## src/rtl/serial_channel_change_sequencer_top_macros.svh

```systemverilog
// assertion macros for the channel change sequencer
`ifndef SERIAL_CHANNEL_CHANGE_SEQUENCER_TOP_MACROS_SVH
`define SERIAL_CHANNEL_CHANGE_SEQUENCER_TOP_MACROS_SVH

`ifndef SYNTH
`define SCC_ASSERT_IMP(name, pre, post, msg) \
  name: assert property (@(posedge clk) disable iff (rst) (pre) |-> (post)) \
    else $error(msg);
`define SCC_ASSERT_NXT(name, pre, post, msg) \
  name: assert property (@(posedge clk) disable iff (rst) (pre) |=> (post)) \
    else $error(msg);
`else
`define SCC_ASSERT_IMP(name, pre, post, msg)
`define SCC_ASSERT_NXT(name, pre, post, msg)
`endif

`endif

```

## src/rtl/scc_pkg.sv

```systemverilog
// shared types and constants of the channel change sequencer
`default_nettype none

package scc_pkg;

  localparam int SCC_QUEUE_DEPTH = 2;
  localparam logic [2:0] POKE_LIMIT = 3'd5;

  localparam logic [1:0] OP_START   = 2'd0;
  localparam logic [1:0] OP_REPLY   = 2'd1;
  localparam logic [1:0] OP_TIMEOUT = 2'd2;

  localparam logic [1:0] CS_OLD     = 2'd0;
  localparam logic [1:0] CS_NEW     = 2'd1;
  localparam logic [1:0] CS_UNKNOWN = 2'd2;
  localparam logic [1:0] CS_INVALID = 2'd3;

  localparam logic [1:0] REG_FAST_MODE   = 2'd0;
  localparam logic [1:0] REG_SEND_ALL    = 2'd1;
  localparam logic [1:0] REG_DROP_TRAIL  = 2'd2;
  localparam logic [1:0] REG_COMMAND_SET = 2'd3;

  localparam logic [7:0] BYTE_HEADER   = 8'hFA;
  localparam logic [7:0] BYTE_DIRECT   = 8'hA6;
  localparam logic [7:0] BYTE_DIGIT    = 8'hA5;
  localparam logic [7:0] BYTE_DIR_OLD  = 8'h46;
  localparam logic [7:0] BYTE_KEY_BASE = 8'hE0;
  localparam logic [7:0] BYTE_ALT_TOP  = 8'hCF;
  localparam logic [7:0] BYTE_POKE     = 8'hFF;
  localparam logic [7:0] BYTE_TRAILER  = 8'h0D;
  localparam logic [7:0] BYTE_PAD      = 8'h00;

  localparam logic [7:0] RPL_ACCEPT = 8'hF0;
  localparam logic [7:0] RPL_FAIL   = 8'hF1;
  localparam logic [7:0] RPL_BUSY   = 8'hF2;
  localparam logic [7:0] RPL_DONE   = 8'hF4;
  localparam logic [7:0] RPL_ALT    = 8'hF5;
  localparam logic [7:0] RPL_IDLE   = 8'hFB;

  typedef enum logic [1:0] {
    PH_IDLE,
    PH_DIGIT,
    PH_DIRECT
  } scc_phase_t;

  typedef enum logic [1:0] {
    DIG_IDLE,
    DIG_QUOT,
    DIG_REM,
    DIG_SPLIT
  } scc_dig_t;

  typedef struct packed {
    logic       fast_mode;
    logic       send_all_at_once;
    logic       drop_trailer;
    logic       set_wr;
    logic [1:0] set_val;
  } scc_cfg_t;

  // one request worth of results: bytes first, then an optional completion
  typedef struct packed {
    logic [2:0]      nbytes;
    logic [6:0][7:0] bytes;
    logic            done;
    logic            ok;
  } scc_job_t;

endpackage

`default_nettype wire

```

## src/rtl/serial_channel_change_sequencer_top.sv

```systemverilog
// top level of the serial channel change sequencer
`default_nettype none

`include "serial_channel_change_sequencer_top_macros.svh"

// Each request (start, reply byte or reply timeout) is taken by the front end,
// which updates the sequence state and queues the bytes and completion it
// causes; the back end then hands out one result per cycle while out_ready
// allows, and further requests are taken into the job queue (QUEUE_DEPTH
// jobs) behind the job being handed out. A start request holds in_ready low
// while the channel number is split into decimal digits (DIG_QUOT, DIG_REM,
// DIG_SPLIT). Configuration registers sit at byte addresses 0, 4, 8 and 12;
// writing initial_command_set also reloads the live command set.
module serial_channel_change_sequencer_top #(
  parameter int QUEUE_DEPTH = scc_pkg::SCC_QUEUE_DEPTH
) (
  input  wire logic        clk,
  input  wire logic        rst,
  input  wire logic        in_valid,
  output logic             in_ready,
  input  wire logic [1:0]  operation,
  input  wire logic [15:0] channel,
  input  wire logic [7:0]  reply_byte,
  output logic             out_valid,
  input  wire logic        out_ready,
  output logic [7:0]       tx_byte,
  output logic             is_byte,
  output logic             success,
  output logic             last,
  input  wire logic        psel,
  input  wire logic        penable,
  input  wire logic        pwrite,
  input  wire logic [3:0]  paddr,
  input  wire logic [31:0] pwdata,
  output logic [31:0]      prdata,
  output logic             pready
);
  import scc_pkg::*;

  logic       fast_mode;
  logic       send_all_at_once;
  logic       drop_trailer;
  logic [1:0] initial_command_set;
  logic       cfg_wr;
  logic [1:0] set_val;
  scc_cfg_t   cfg;

  logic       q_push;
  logic       q_pop;
  logic       q_full;
  logic       q_valid;
  scc_job_t   push_job;
  scc_job_t   head_job;

  assign pready  = 1'b1;
  assign cfg_wr  = psel && penable && pwrite && pready;
  assign set_val = (pwdata[1:0] == CS_INVALID) ? CS_UNKNOWN : pwdata[1:0];

  always_ff @(posedge clk) begin
    if (rst) begin
      fast_mode           <= 1'b0;
      send_all_at_once    <= 1'b0;
      drop_trailer        <= 1'b0;
      initial_command_set <= CS_UNKNOWN;
    end else if (cfg_wr) begin
      case (paddr[3:2])
        REG_FAST_MODE:   fast_mode           <= pwdata[0];
        REG_SEND_ALL:    send_all_at_once    <= pwdata[0];
        REG_DROP_TRAIL:  drop_trailer        <= pwdata[0];
        REG_COMMAND_SET: initial_command_set <= set_val;
        default: ;
      endcase
    end
  end

  always_comb begin
    case (paddr[3:2])
      REG_FAST_MODE:   prdata = 32'(fast_mode);
      REG_SEND_ALL:    prdata = 32'(send_all_at_once);
      REG_DROP_TRAIL:  prdata = 32'(drop_trailer);
      REG_COMMAND_SET: prdata = 32'(initial_command_set);
      default:         prdata = '0;
    endcase
  end

  always_comb begin
    cfg.fast_mode        = fast_mode;
    cfg.send_all_at_once = send_all_at_once;
    cfg.drop_trailer     = drop_trailer;
    cfg.set_wr           = cfg_wr && (paddr[3:2] == REG_COMMAND_SET);
    cfg.set_val          = set_val;
  end

  scc_front u_front (
    .clk        (clk),
    .rst        (rst),
    .in_valid   (in_valid),
    .in_ready   (in_ready),
    .operation  (operation),
    .channel    (channel),
    .reply_byte (reply_byte),
    .cfg        (cfg),
    .q_full     (q_full),
    .push       (q_push),
    .job        (push_job)
  );

  scc_queue #(
    .DEPTH (QUEUE_DEPTH)
  ) u_queue (
    .clk        (clk),
    .rst        (rst),
    .push       (q_push),
    .push_job   (push_job),
    .pop        (q_pop),
    .full       (q_full),
    .head_valid (q_valid),
    .head_job   (head_job)
  );

  scc_back u_back (
    .clk        (clk),
    .rst        (rst),
    .head_valid (q_valid),
    .head_job   (head_job),
    .pop        (q_pop),
    .out_valid  (out_valid),
    .out_ready  (out_ready),
    .tx_byte    (tx_byte),
    .is_byte    (is_byte),
    .success    (success),
    .last       (last)
  );

  `SCC_ASSERT_IMP(a_done_is_last, out_valid && !is_byte, last && tx_byte == 8'h00, "completion not last")
  `SCC_ASSERT_IMP(a_byte_no_success, out_valid && is_byte, !success, "byte result flags success")
  `SCC_ASSERT_IMP(a_pop_nonempty, q_pop, q_valid, "job queue popped while empty")
  `SCC_ASSERT_NXT(a_start_stalls, in_valid && in_ready && operation == OP_START, !in_ready, "no stall after start")

endmodule

`default_nettype wire

```

## src/rtl/scc_front.sv

```systemverilog
// front end: takes requests, keeps sequence state and builds result jobs
`default_nettype none

module scc_front (
  input  wire logic             clk,
  input  wire logic             rst,
  input  wire logic             in_valid,
  output logic                  in_ready,
  input  wire logic [1:0]       operation,
  input  wire logic [15:0]      channel,
  input  wire logic [7:0]       reply_byte,
  input  wire scc_pkg::scc_cfg_t cfg,
  input  wire logic             q_full,
  output logic                  push,
  output scc_pkg::scc_job_t     job
);
  import scc_pkg::*;

  scc_phase_t  phase, phase_next;
  scc_dig_t    dig, dig_next;
  logic [1:0]  digit_index, digit_index_next;
  logic [2:0]  pokes_left, pokes_left_next;
  logic [15:0] channel_latch, channel_latch_next;
  logic [1:0]  command_set, command_set_next;
  logic        alternate_base, alternate_base_next;
  logic        base_confirmed, base_confirmed_next;

  logic [9:0]  quot;
  logic [6:0]  rem;
  logic [7:0]  hund;
  logic [3:0]  tens;
  logic [3:0]  ones;
  logic [32:0] quot_prod;
  logic [14:0] tens_prod;
  logic [3:0]  tens_val;

  logic            accept;
  logic [1:0]      digit_inc;
  logic [7:0]      digit_val;
  logic [7:0]      key;
  logic [6:0][7:0] cmd;
  logic [2:0]      cmd_len;

  function automatic logic [6:0][7:0] direct_bytes(input logic [15:0] ch,
                                                   input logic [1:0]  cs);
    logic [6:0][7:0] b;
    b[0] = BYTE_HEADER;
    b[1] = (cs == CS_OLD) ? BYTE_DIR_OLD : BYTE_DIRECT;
    b[2] = ch[15:8];
    b[3] = ch[7:0];
    b[4] = BYTE_POKE;
    b[5] = BYTE_POKE;
    b[6] = BYTE_TRAILER;
    return b;
  endfunction

  assign in_ready = (dig == DIG_IDLE) && !q_full;
  assign accept   = in_valid && in_ready;

  // decimal split of the latched channel
  assign quot_prod = 33'(channel_latch) * 33'd83887;
  assign tens_prod = 15'(rem) * 15'd205;
  assign tens_val  = tens_prod[14:11];

  always_ff @(posedge clk) begin
    case (dig)
      DIG_QUOT: quot <= quot_prod[32:23];
      DIG_REM: begin
        rem  <= 7'(channel_latch - 16'(16'(quot) * 16'd100));
        hund <= quot[7:0];
      end
      DIG_SPLIT: begin
        tens <= tens_val;
        ones <= 4'(rem - 7'(7'(tens_val) * 7'd10));
      end
      default: ;
    endcase
  end

  always_comb begin
    case (digit_index)
      2'd0:    digit_val = hund;
      2'd1:    digit_val = 8'(tens);
      default: digit_val = 8'(ones);
    endcase
    key = alternate_base ? 8'(BYTE_ALT_TOP - digit_val) : 8'(BYTE_KEY_BASE + digit_val);
  end

  assign cmd     = direct_bytes(operation == OP_START ? channel : channel_latch, command_set);
  assign cmd_len = (command_set == CS_OLD) ? 3'd4 : (cfg.drop_trailer ? 3'd6 : 3'd7);
  assign digit_inc = 2'(digit_index + 2'd1);

  always_ff @(posedge clk) begin
    if (rst) begin
      phase          <= PH_IDLE;
      dig            <= DIG_IDLE;
      digit_index    <= '0;
      pokes_left     <= '0;
      channel_latch  <= '0;
      command_set    <= CS_UNKNOWN;
      alternate_base <= 1'b0;
      base_confirmed <= 1'b0;
    end else begin
      phase          <= phase_next;
      dig            <= dig_next;
      digit_index    <= digit_index_next;
      pokes_left     <= pokes_left_next;
      channel_latch  <= channel_latch_next;
      command_set    <= command_set_next;
      alternate_base <= alternate_base_next;
      base_confirmed <= base_confirmed_next;
    end
  end

  always_comb begin
    phase_next          = phase;
    digit_index_next    = digit_index;
    pokes_left_next     = pokes_left;
    channel_latch_next  = channel_latch;
    command_set_next    = command_set;
    alternate_base_next = alternate_base;
    base_confirmed_next = base_confirmed;
    job                 = '0;

    case (dig)
      DIG_IDLE:  dig_next = (accept && operation == OP_START) ? DIG_QUOT : DIG_IDLE;
      DIG_QUOT:  dig_next = DIG_REM;
      DIG_REM:   dig_next = DIG_SPLIT;
      default:   dig_next = DIG_IDLE;
    endcase

    if (cfg.set_wr) begin
      command_set_next = cfg.set_val;
    end

    if (accept) begin
      case (operation)
        OP_START: begin
          channel_latch_next = channel;
          if (!cfg.fast_mode && command_set != CS_OLD) begin
            phase_next       = PH_DIGIT;
            digit_index_next = '0;
            job.nbytes       = 3'd2;
            job.bytes[0]     = BYTE_HEADER;
            job.bytes[1]     = BYTE_DIGIT;
          end else begin
            phase_next      = PH_DIRECT;
            pokes_left_next = POKE_LIMIT;
            job.bytes       = cmd;
            job.nbytes      = cfg.send_all_at_once ? cmd_len : 3'd2;
          end
        end
        OP_REPLY: begin
          if (phase == PH_DIGIT) begin
            case (reply_byte)
              RPL_ACCEPT: begin
                job.nbytes   = 3'd3;
                job.bytes[0] = BYTE_PAD;
                job.bytes[1] = BYTE_PAD;
                job.bytes[2] = key;
              end
              RPL_BUSY, RPL_IDLE: ;
              RPL_DONE, RPL_ALT: begin
                if (reply_byte == RPL_ALT && !alternate_base && !base_confirmed) begin
                  alternate_base_next = 1'b1;
                  job.nbytes          = 3'd2;
                  job.bytes[0]        = BYTE_HEADER;
                  job.bytes[1]        = BYTE_DIGIT;
                end else begin
                  if (reply_byte == RPL_DONE) begin
                    if (command_set == CS_UNKNOWN) begin
                      command_set_next = CS_OLD;
                    end
                    base_confirmed_next = 1'b1;
                  end
                  digit_index_next = digit_inc;
                  if (digit_inc == 2'd3) begin
                    job.done   = 1'b1;
                    job.ok     = 1'b1;
                    phase_next = PH_IDLE;
                  end else begin
                    job.nbytes   = 3'd2;
                    job.bytes[0] = BYTE_HEADER;
                    job.bytes[1] = BYTE_DIGIT;
                  end
                end
              end
              default: begin
                job.done   = 1'b1;
                phase_next = PH_IDLE;
              end
            endcase
          end else if (phase == PH_DIRECT) begin
            case (reply_byte)
              RPL_ACCEPT: begin
                if (!cfg.send_all_at_once) begin
                  job.bytes  = cmd >> 16;
                  job.nbytes = 3'(cmd_len - 3'd2);
                end
              end
              RPL_BUSY, RPL_IDLE: ;
              RPL_DONE: begin
                job.done   = 1'b1;
                job.ok     = 1'b1;
                phase_next = PH_IDLE;
              end
              default: begin
                job.done   = 1'b1;
                phase_next = PH_IDLE;
              end
            endcase
          end
        end
        OP_TIMEOUT: begin
          if (phase == PH_DIGIT) begin
            if (command_set == CS_UNKNOWN) begin
              command_set_next = CS_NEW;
              job.nbytes       = 3'd2;
              job.bytes[0]     = BYTE_HEADER;
              job.bytes[1]     = BYTE_DIGIT;
            end else begin
              job.done   = 1'b1;
              phase_next = PH_IDLE;
            end
          end else if (phase == PH_DIRECT) begin
            if (pokes_left != 3'd0) begin
              pokes_left_next = 3'(pokes_left - 3'd1);
              job.nbytes      = 3'd1;
              job.bytes[0]    = BYTE_POKE;
            end else begin
              job.done   = 1'b1;
              phase_next = PH_IDLE;
            end
          end
        end
        default: ;
      endcase
    end
  end

  assign push = accept && ((job.nbytes != 3'd0) || job.done);

endmodule

`default_nettype wire

```

## src/rtl/scc_queue.sv

```systemverilog
// short job queue between the front and back ends
`default_nettype none

module scc_queue #(
  parameter int DEPTH = scc_pkg::SCC_QUEUE_DEPTH
) (
  input  wire logic              clk,
  input  wire logic              rst,
  input  wire logic              push,
  input  wire scc_pkg::scc_job_t push_job,
  input  wire logic              pop,
  output logic                   full,
  output logic                   head_valid,
  output scc_pkg::scc_job_t      head_job
);
  import scc_pkg::*;

  localparam int PtrW = (DEPTH > 1) ? $clog2(DEPTH) : 1;
  localparam int CntW = $clog2(DEPTH + 1);

  scc_job_t          entries [DEPTH];
  logic [PtrW-1:0]   wr_ptr;
  logic [PtrW-1:0]   rd_ptr;
  logic [CntW-1:0]   count;
  logic              do_push;
  logic              do_pop;

  assign full       = (count == CntW'(DEPTH));
  assign head_valid = (count != '0);
  assign head_job   = entries[rd_ptr];
  assign do_push    = push && !full;
  assign do_pop     = pop && head_valid;

  always_ff @(posedge clk) begin
    if (do_push) begin
      entries[wr_ptr] <= push_job;
    end
  end

  always_ff @(posedge clk) begin
    if (rst) begin
      wr_ptr <= '0;
      rd_ptr <= '0;
      count  <= '0;
    end else begin
      if (do_push) begin
        wr_ptr <= (wr_ptr == PtrW'(DEPTH - 1)) ? '0 : PtrW'(wr_ptr + 1'b1);
      end
      if (do_pop) begin
        rd_ptr <= (rd_ptr == PtrW'(DEPTH - 1)) ? '0 : PtrW'(rd_ptr + 1'b1);
      end
      if (do_push && !do_pop) begin
        count <= CntW'(count + 1'b1);
      end else if (do_pop && !do_push) begin
        count <= CntW'(count - 1'b1);
      end
    end
  end

endmodule

`default_nettype wire

```

## src/rtl/scc_back.sv

```systemverilog
// back end: unrolls each job into results behind an output register
`default_nettype none

module scc_back (
  input  wire logic              clk,
  input  wire logic              rst,
  input  wire logic              head_valid,
  input  wire scc_pkg::scc_job_t head_job,
  output logic                   pop,
  output logic                   out_valid,
  input  wire logic              out_ready,
  output logic [7:0]             tx_byte,
  output logic                   is_byte,
  output logic                   success,
  output logic                   last
);
  import scc_pkg::*;

  logic [2:0] idx;
  logic       advance;
  logic       take;
  logic       res_is_byte;
  logic       res_last;
  logic [7:0] res_byte;

  assign advance = !out_valid || out_ready;
  assign take    = advance && head_valid;

  always_comb begin
    res_is_byte = (idx < head_job.nbytes);
    res_byte    = res_is_byte ? head_job.bytes[idx] : 8'h00;
    res_last    = res_is_byte ? ((3'(idx + 3'd1) == head_job.nbytes) && !head_job.done)
                              : 1'b1;
  end

  assign pop = take && res_last;

  always_ff @(posedge clk) begin
    if (rst) begin
      out_valid <= 1'b0;
      idx       <= '0;
    end else begin
      if (advance) begin
        out_valid <= head_valid;
      end
      if (pop) begin
        idx <= '0;
      end else if (take) begin
        idx <= 3'(idx + 3'd1);
      end
    end
  end

  always_ff @(posedge clk) begin
    if (take) begin
      tx_byte <= res_byte;
      is_byte <= res_is_byte;
      success <= !res_is_byte && head_job.ok;
      last    <= res_last;
    end
  end

endmodule

`default_nettype wire

```

## config.mk

```make
export PLATFORM = sky130hd
export DESIGN_NAME = serial_channel_change_sequencer_top
export DESIGN_NICKNAME = d
export VERILOG_FILES = /design/src/rtl/scc_pkg.sv /design/src/rtl/serial_channel_change_sequencer_top.sv /design/src/rtl/scc_front.sv /design/src/rtl/scc_queue.sv /design/src/rtl/scc_back.sv
export VERILOG_INCLUDE_DIRS = /design/src /design/src/rtl
export SDC_FILE = /design/constraint.sdc
export NUM_CORES = 1
export LEC_CHECK = 0
export BUFFER_PORTS_ARGS = -buffer_cell sky130_fd_sc_hd__buf_2
export CAP_MARGIN = 20
export CORE_MARGIN = 5
export CORE_UTILIZATION = 62
export DETAILED_ROUTE_END_ITERATION = 10
export PLACE_DENSITY_LB_ADDON = 0.12
export SYNTH_ARGS = -nofsm -noshare
export SYNTH_HDL_FRONTEND = slang
export SYNTH_SLANG_ARGS = --single-unit
```

## constraint.sdc

```tcl
create_clock -name clk -period 11.6 [get_ports clk]
set_input_delay 0.58 -clock clk [delete_from_list [all_inputs] [get_ports clk]]
set_output_delay 0.58 -clock clk [all_outputs]
set_load 0.02 [all_outputs]
```

==> results.json, run 1 <==
{
  "outcome": "finished clean",
  "crit_start": "u_front.channel_latch[14]",
  "diodes": 0,
  "synth_area_um2": 13600,
  "synth_top_cell_area_share_pct": 26.4,
  "ys.warnings.count": 0,
  "drive_gt1_share_pct": 10.3,
  "grt_remaining_overflow": 0,
  "fmax_mhz": 165,
  "criticalPathCategory": "register to register",
  "wire_per_inst_um": 17.5,
  "row_count": 54,
  "area_delta_synth_final_pct": 7.45,
  "cts_buffer_depth": 2,
  "synthTopCellsByArea": "edfxtp_1, ha_1, fa_1",
  "worstPathArrival_ns": 6.28,
  "post_dp_cell_area_um2": 14000,
  "critPathRequiredTime_ns": 11.82,
  "remaining_drc_errors": 0,
  "drtIter0Drc": 551,
  "post_cts_resized": 0,
  "startpoint_type": "register",
  "nets": 1693,
  "power.density_nw_per_um2": 142,
  "clkLatencyLatePin_ns": 0.43,
  "drt_first_pass_iters": 8,
  "final_util_pct": 67.4,
  "synth_edf_count": 120,
  "fill_cells": 1745,
  "reg2reg_depth": 18,
  "start_util_pct": 62.7,
  "grt_first_pass_wirelength_um": 47000,
  "antenna_found_initial": 0,
  "cp-endpoint": "u_front.quot[7]",
  "finalCriticalPeriod_ns": 6.06,
  "post-cts-setup-buffers": 0,
  "ctsHoldBuffers": 0,
  "critPathMaxFanout": 8,
  "cts_sinks": 163,
  "finClkSkew_ns": 0.00910,
  "leakage_uw": 0.00688,
  "hold_violations": 0,
  "max-cap-violations": 0,
  "root_buffer": "clkbuf_16",
  "grt_pass1_vias": 9335,
  "timing.rr.end": "u_front.quot[7]",
  "ys_seq_area_share_pct": 32.7,
  "yosysMostFrequentCell": "inv_1",
  "synthTopCellsByCount": "inv_1, ha_1, edfxtp_1",
  "grt_use_total_pct": 24.2,
  "postSynthAreaPerCell_um2": 10.6,
  "design.core.area_um2": 21800,
  "io-pin-count": 115,
  "tritoncts": "yes",
  "final_cells": 1624,
  "die_area_um2": 25100,
  "max-vdd-ir-drop_mv": 0.0776,
  "cts_max_level": 4,
  "clk_pin_slew_ns": 0.07,
  "grt_setup_unrepaired": "false",
  "dp_hpwl_um": 22600,
  "reg2reg_from": "u_front.channel_latch[14]",
  "setup_viol": 0,
  "worst_slew_pin_slew_ns": 1.00,
  "routed_wl_um": 28400,
  "yosys_register_bits": 163,
  "die_w_um": 158,
  "grt_max_degree": 42,
  "final_max_slew_viol_count": 0,
  "cts_buffers": 17,
  "design_area_um2": 14700,
  "via_count": 8986,
  "min_period_over_period_pct": 52.3,
  "die-height_um": 158,
  "final_antenna_net_count": 0,
  "via_per_inst": 5.53,
  "port_buffers": 51,
  "min_path_type": "input pin to register",
  "placed_cells": 1590,
  "synth_top_flop_cell": "edfxtp_1",
  "worstSetupEndpointType": "register",
  "synthDistinctLibCells": 70,
  "syn_inst": 1288,
  "r2r_slack_ns": 5.54,
  "slew_headroom_pct": 33.0,
  "yosys.area.top_type": "edfxtp_1",
  "tns_ns": 0,
  "async_flop_share_pct": 0,
  "hold_depth": 3,
  "gp_congestion": 0.899
}
registers in the layout, indices dropped and copies added (netlist names), 3 cells and up, named ones only:
name and cells:
u_back.idx 3, u_back.tx_byte 8, u_front.channel_latch 16, u_front.hund 8
u_front.ones 4, u_front.pokes_left 3, u_front.quot 8, u_front.rem 7
u_front.tens 4, u_queue.entries 78
where the power goes:
part | internal (uW) | total, uW | switching, uW
Clock | 306 | 563 | 257
Combinational | 321 | 762 | 442
Sequential | 707 | 756 | 48.8
Total | 1330 | 2080 | 748
cells by family (layout without fill, tap and decap cells):
kind of cell	Yosys count	count (layout)	share of synthesized area, %
fa+ha+maj	293	293	32.7
buf+inv	292	319	9.03
simple gates	258	258	8.97
compound gates	191	191	8.74
flops	163	163	32.7
mux	48	48	5.14
xor+xnor	41	41	2.63
other cells	2	31	0.0550
through the flow:
step / worst slack (ns) / hold slack (ns) / total power [uW]
6_report: 5.54 / 0.423 / 2080
5_1_grt: 5.17 / 0.439 / 2240
4_1_cts: 5.55 / 0.414 / 2100
3_5_place_dp: 5.59 / 0.414 / 1530
3_3_place_gp: 5.53 / 0.409 / 1510
2_1_floorplan: 6.12 / 0.400 / 1350
cells in the final DEF, fill, tap and decap left out, drive strengths merged, types with 31 or more instances in the layout:
master	Yosys	final
nand2	89	89
dfxtp	43	43
inv	228	236
ha	187	187
nor2	65	65
o21ai	41	41
fa	106	106
edfxtp	120	120
a21oi	82	82
conb	2	31
buf	41	59
metal layers:
layer / vias to the layer above / global-route usage, % / wire, um
met5: - / 0 / 0
met4: 0 / 7.07 / 630
met3: 45 / 3.53 / 1280
met2: 201 / 42.1 / 14300
li1: 4373 / - / -
met1: 4367 / 31.6 / 12100
area by class of cell:
type | instances | area [um2] | area share [%]
timing repair buffer | 59 | 335 | 2.29
clock buffer | 17 | 425 | 2.90
sequential | 163 | 4460 | 30.5
inverter | 228 | 856 | 5.84
tap | 280 | 350 | 2.39
multi-input combinational | 862 | 8060 | 55.0
clock inverter | 15 | 165 | 1.13
critical path, stage by stage (launching register included):
cell and delay [ns]:
dfxtp_1 0.52, inv_1 0.14, fa_1 0.56, fa_1 0.56
inv_1 0.06, fa_1 0.50, fa_1 0.52, fa_1 0.56
inv_1 0.08, fa_1 0.55, inv_1 0.04, ha_1 0.31
a211oi_1 0.24, o21ai_0 0.12, a211oi_1 0.24, nor3_1 0.13
nor3_1 0.19, o21ai_0 0.15, o311ai_0 0.37
worst min path at each step:
| stage | to | startpoint |
|---|---|---|
| after floorplan | u_front.hund[5] | u_front.quot[5] |
| after global routing | u_front.channel_latch[2] | channel[2] |
| after detailed placement | u_front.hund[6] | u_front.quot[6] |
| after CTS | u_front.channel_latch[2] | channel[2] |
| final | u_front.channel_latch[2] | channel[2] |
| after global placement | u_front.hund[7] | u_front.quot[7] |
Power figures use the tool's default switching activity.
==> run 2: changes to the inputs <==
Settings changed: CORE_UTILIZATION 62 to 56.
Clock period 11.6 ns to 5.1 ns, I/O delays scaled along.
==> run 2 against run 1 <==
  * The flow now finishes with violations (negative setup slack)
  * Utilization is 2.1 points lower
  * Die area rose by 10%
  * Clock skew up 0.0049 ns
  * Power rose by 140%
  * Global-route usage decreased by 1.8 points
  * Non-clock buffer count increased by 84
  * Sequential cell count did not move
  * Wire length up 5.5%
  * Maximum frequency grew 14%
  * Final cell count rose by 7.9%
  * Clock power increased by 130%
  * Critical path type unchanged
  * Critical endpoint unchanged
  * Highest routed layer unchanged
==> results.json, run 2 (synthesized netlist as in run 1, its figures left out) <==
{
  "outcome": "finished with violations",
  "violations": "negative setup slack",
  "fmax_mhz": 188,
  "slew_headroom_pct": 45.8,
  "io-pin-count": 115,
  "row_count": 57,
  "setup_ws_ns": -0.215,
  "diodes": 0,
  "dp_hpwl_um": 23800,
  "hold_depth": 3,
  "min_path_type": "input pin to register",
  "largest_reg_flops": 78,
  "reg2reg_from": "u_front.channel_latch[5]",
  "power.density_nw_per_um2": 315,
  "min_period_over_period_pct": 104,
  "drt_first_pass_iters": 4,
  "gp_congestion": 0.931,
  "cts_buffer_depth": 2,
  "top_regs": "u_queue.entries (78), u_front.channel_latch (16)",
  "leakage_uw": 0.00731,
  "hold_violations": 0,
  "grt_use_total_pct": 22.3,
  "die-height_um": 166,
  "hp-start": "channel[3]",
  "critPathMaxFanout": 4,
  "grt_setup_unrepaired": "true",
  "start_util_pct": 56.4,
  "drtIter0Drc": 482,
  "max-cap-violations": 0,
  "nets": 1777,
  "via_per_inst": 5.32,
  "final_util_pct": 65.3,
  "drive_gt1_share_pct": 21.5,
  "timing.rr.end": "u_front.quot[7]",
  "post-place-ws_ns": -0.336,
  "antenna_found_initial": 0,
  "worstPathArrival_ns": 5.47,
  "hold_end": "u_front.channel_latch[3]",
  "finClkSkew_ns": 0.0140,
  "grt_pass1_vias": 9615,
  "cts_max_level": 4,
  "root_buffer": "clkbuf_16",
  "wire_per_inst_um": 17.1,
  "startpoint_type": "register",
  "final_max_slew_viol_count": 0,
  "area_delta_synth_final_pct": 15.7,
  "worst_slew_pin_slew_ns": 0.814,
  "final_common_cell": "inv_1",
  "via_count": 9314,
  "port_buffers": 51,
  "remaining_drc_errors": 0,
  "crit_slowest_cell": "fa_2",
  "clk_pin_slew_ns": 0.06,
  "die_w_um": 166,
  "die_area_um2": 27600,
  "routed_wl_um": 29900,
  "crit_start": "u_front.channel_latch[5]",
  "top_register": "u_queue.entries",
  "critPathRequiredTime_ns": 5.26,
  "cts_sinks": 163,
  "reg2reg_depth": 17,
  "grt_remaining_overflow": 0,
  "cts_buffers": 17,
  "grt_max_degree": 42,
  "design.core.area_um2": 24200,
  "clkLatencyLatePin_ns": 0.43,
  "crit_path_max_incr_delay_ns": 0.59,
  "ctsHoldBuffers": 0,
  "setup_viol": 7,
  "final_cell_mix": "inv_1, ha_1, edfxtp_1, fa_1, nand2_1",
  "r2r_slack_ns": -0.21,
  "cp_cell_sequence": "fa_2, inv_2, fa_2, inv_2, fa_1, fa_2, fa_1, inv_1, fa_1, inv_2, ha_4, inv_4, nor4_4, a41o_2, nor3_4, o21ai_2, o311ai_2",
  "finalCriticalPeriod_ns": 5.31,
  "tritoncts": "yes",
  "grt_first_pass_wirelength_um": 49400,
  "final_antenna_net_count": 0,
  "worstSetupEndpointType": "register",
  "max-vdd-ir-drop_mv": 0.258,
  "criticalPathCategory": "register to register"
}
[run 2: changes by cell type in the layout (fill, tap and decap cells not counted), moves of 11 or more]
cell	previous run	this run
dfxtp_1	43	30
fa_1	106	92
ha_4	0	17
buf_4	6	87
inv_1	228	210
dfxtp_2	0	11
inv_2	0	17
ha_1	187	169
fa_2	0	14
[run 2: power by group]
group	switching [uW]	leakage, uW	internal (uW)
Sequential	70.3	0.00151	1610
Combinational	1120	0.00552	880
Clock	540	0.000286	744
[run 2: repair_timing]
item | 4_1_cts | 5_1_grt
pin swaps | 59 | 39
setup buffers | 5 | 5
gates cloned | 0 | 0
setup endpoints to repair | 8 | 9
gates resized for setup | 51 | 38
[run 2: layer usage]
metal  up-vias  routed length [um]  part of all wire, %  global-route usage (%)
li1       4538                   -                    -                       -
met1      4505               13100                   44                    29.6
met2       220               14800                   49                    37.6
met3        51                1310                  4.4                    4.24
met4         0                 802                  2.7                    6.67
met5         -                   0                    0                       0
[run 2: critical path, delay by kind of cell, from the launching register on]
| kind | cells | cell delay, ns |
|---|---|---|
| AO/OA/AOI/OAI | 3 | 0.64 |
| flip-flops | 1 | 0.36 |
| adder cells (fa/ha/maj) | 7 | 3.43 |
| buffers and inverters | 5 | 0.22 |
| AND/OR/NAND/NOR | 2 | 0.38 |
[run 2: how the worst max path moves through the flow]
stage	slack (ns)	to	cells after the start
3_5_place_dp	-0.34	u_front.quot[7]	19
3_3_place_gp	-0.28	u_front.quot[5]	19
4_1_cts	-0.10	u_front.quot[4]	15
5_1_grt	-0.31	u_front.quot[7]	19
2_1_floorplan	-0.002	u_front.quot[7]	17
6_report	-0.21	u_front.quot[7]	17
[run 2: final cells by class]
type                    count  area, um2
multi-input cells         862       8470
inverters                 228        858
well taps                 324        405
clock inverters            13        150
repair buffers            143        965
flip-flops and latches    163       4490
fillers                  1902       8400
clock buffers              19        443
[run 2: metrics by stage]
stage / cells / setup TNS (ns) / instance area, um2 / hold slack [ns] / power (uW)
floorplan: 1317 / -0.00236 / 13800 / 0.381 / 3100
global placement: 1711 / -1.61 / 14700 / 0.439 / 3570
detailed placement: 1711 / -1.88 / 14700 / 0.444 / 3590
CTS: 1747 / -0.384 / 15600 / 0.0918 / 4950
global route: 1752 / -1.86 / 15800 / 0.0949 / 5350
finish: 1752 / -1.14 / 15800 / 0.0987 / 4970
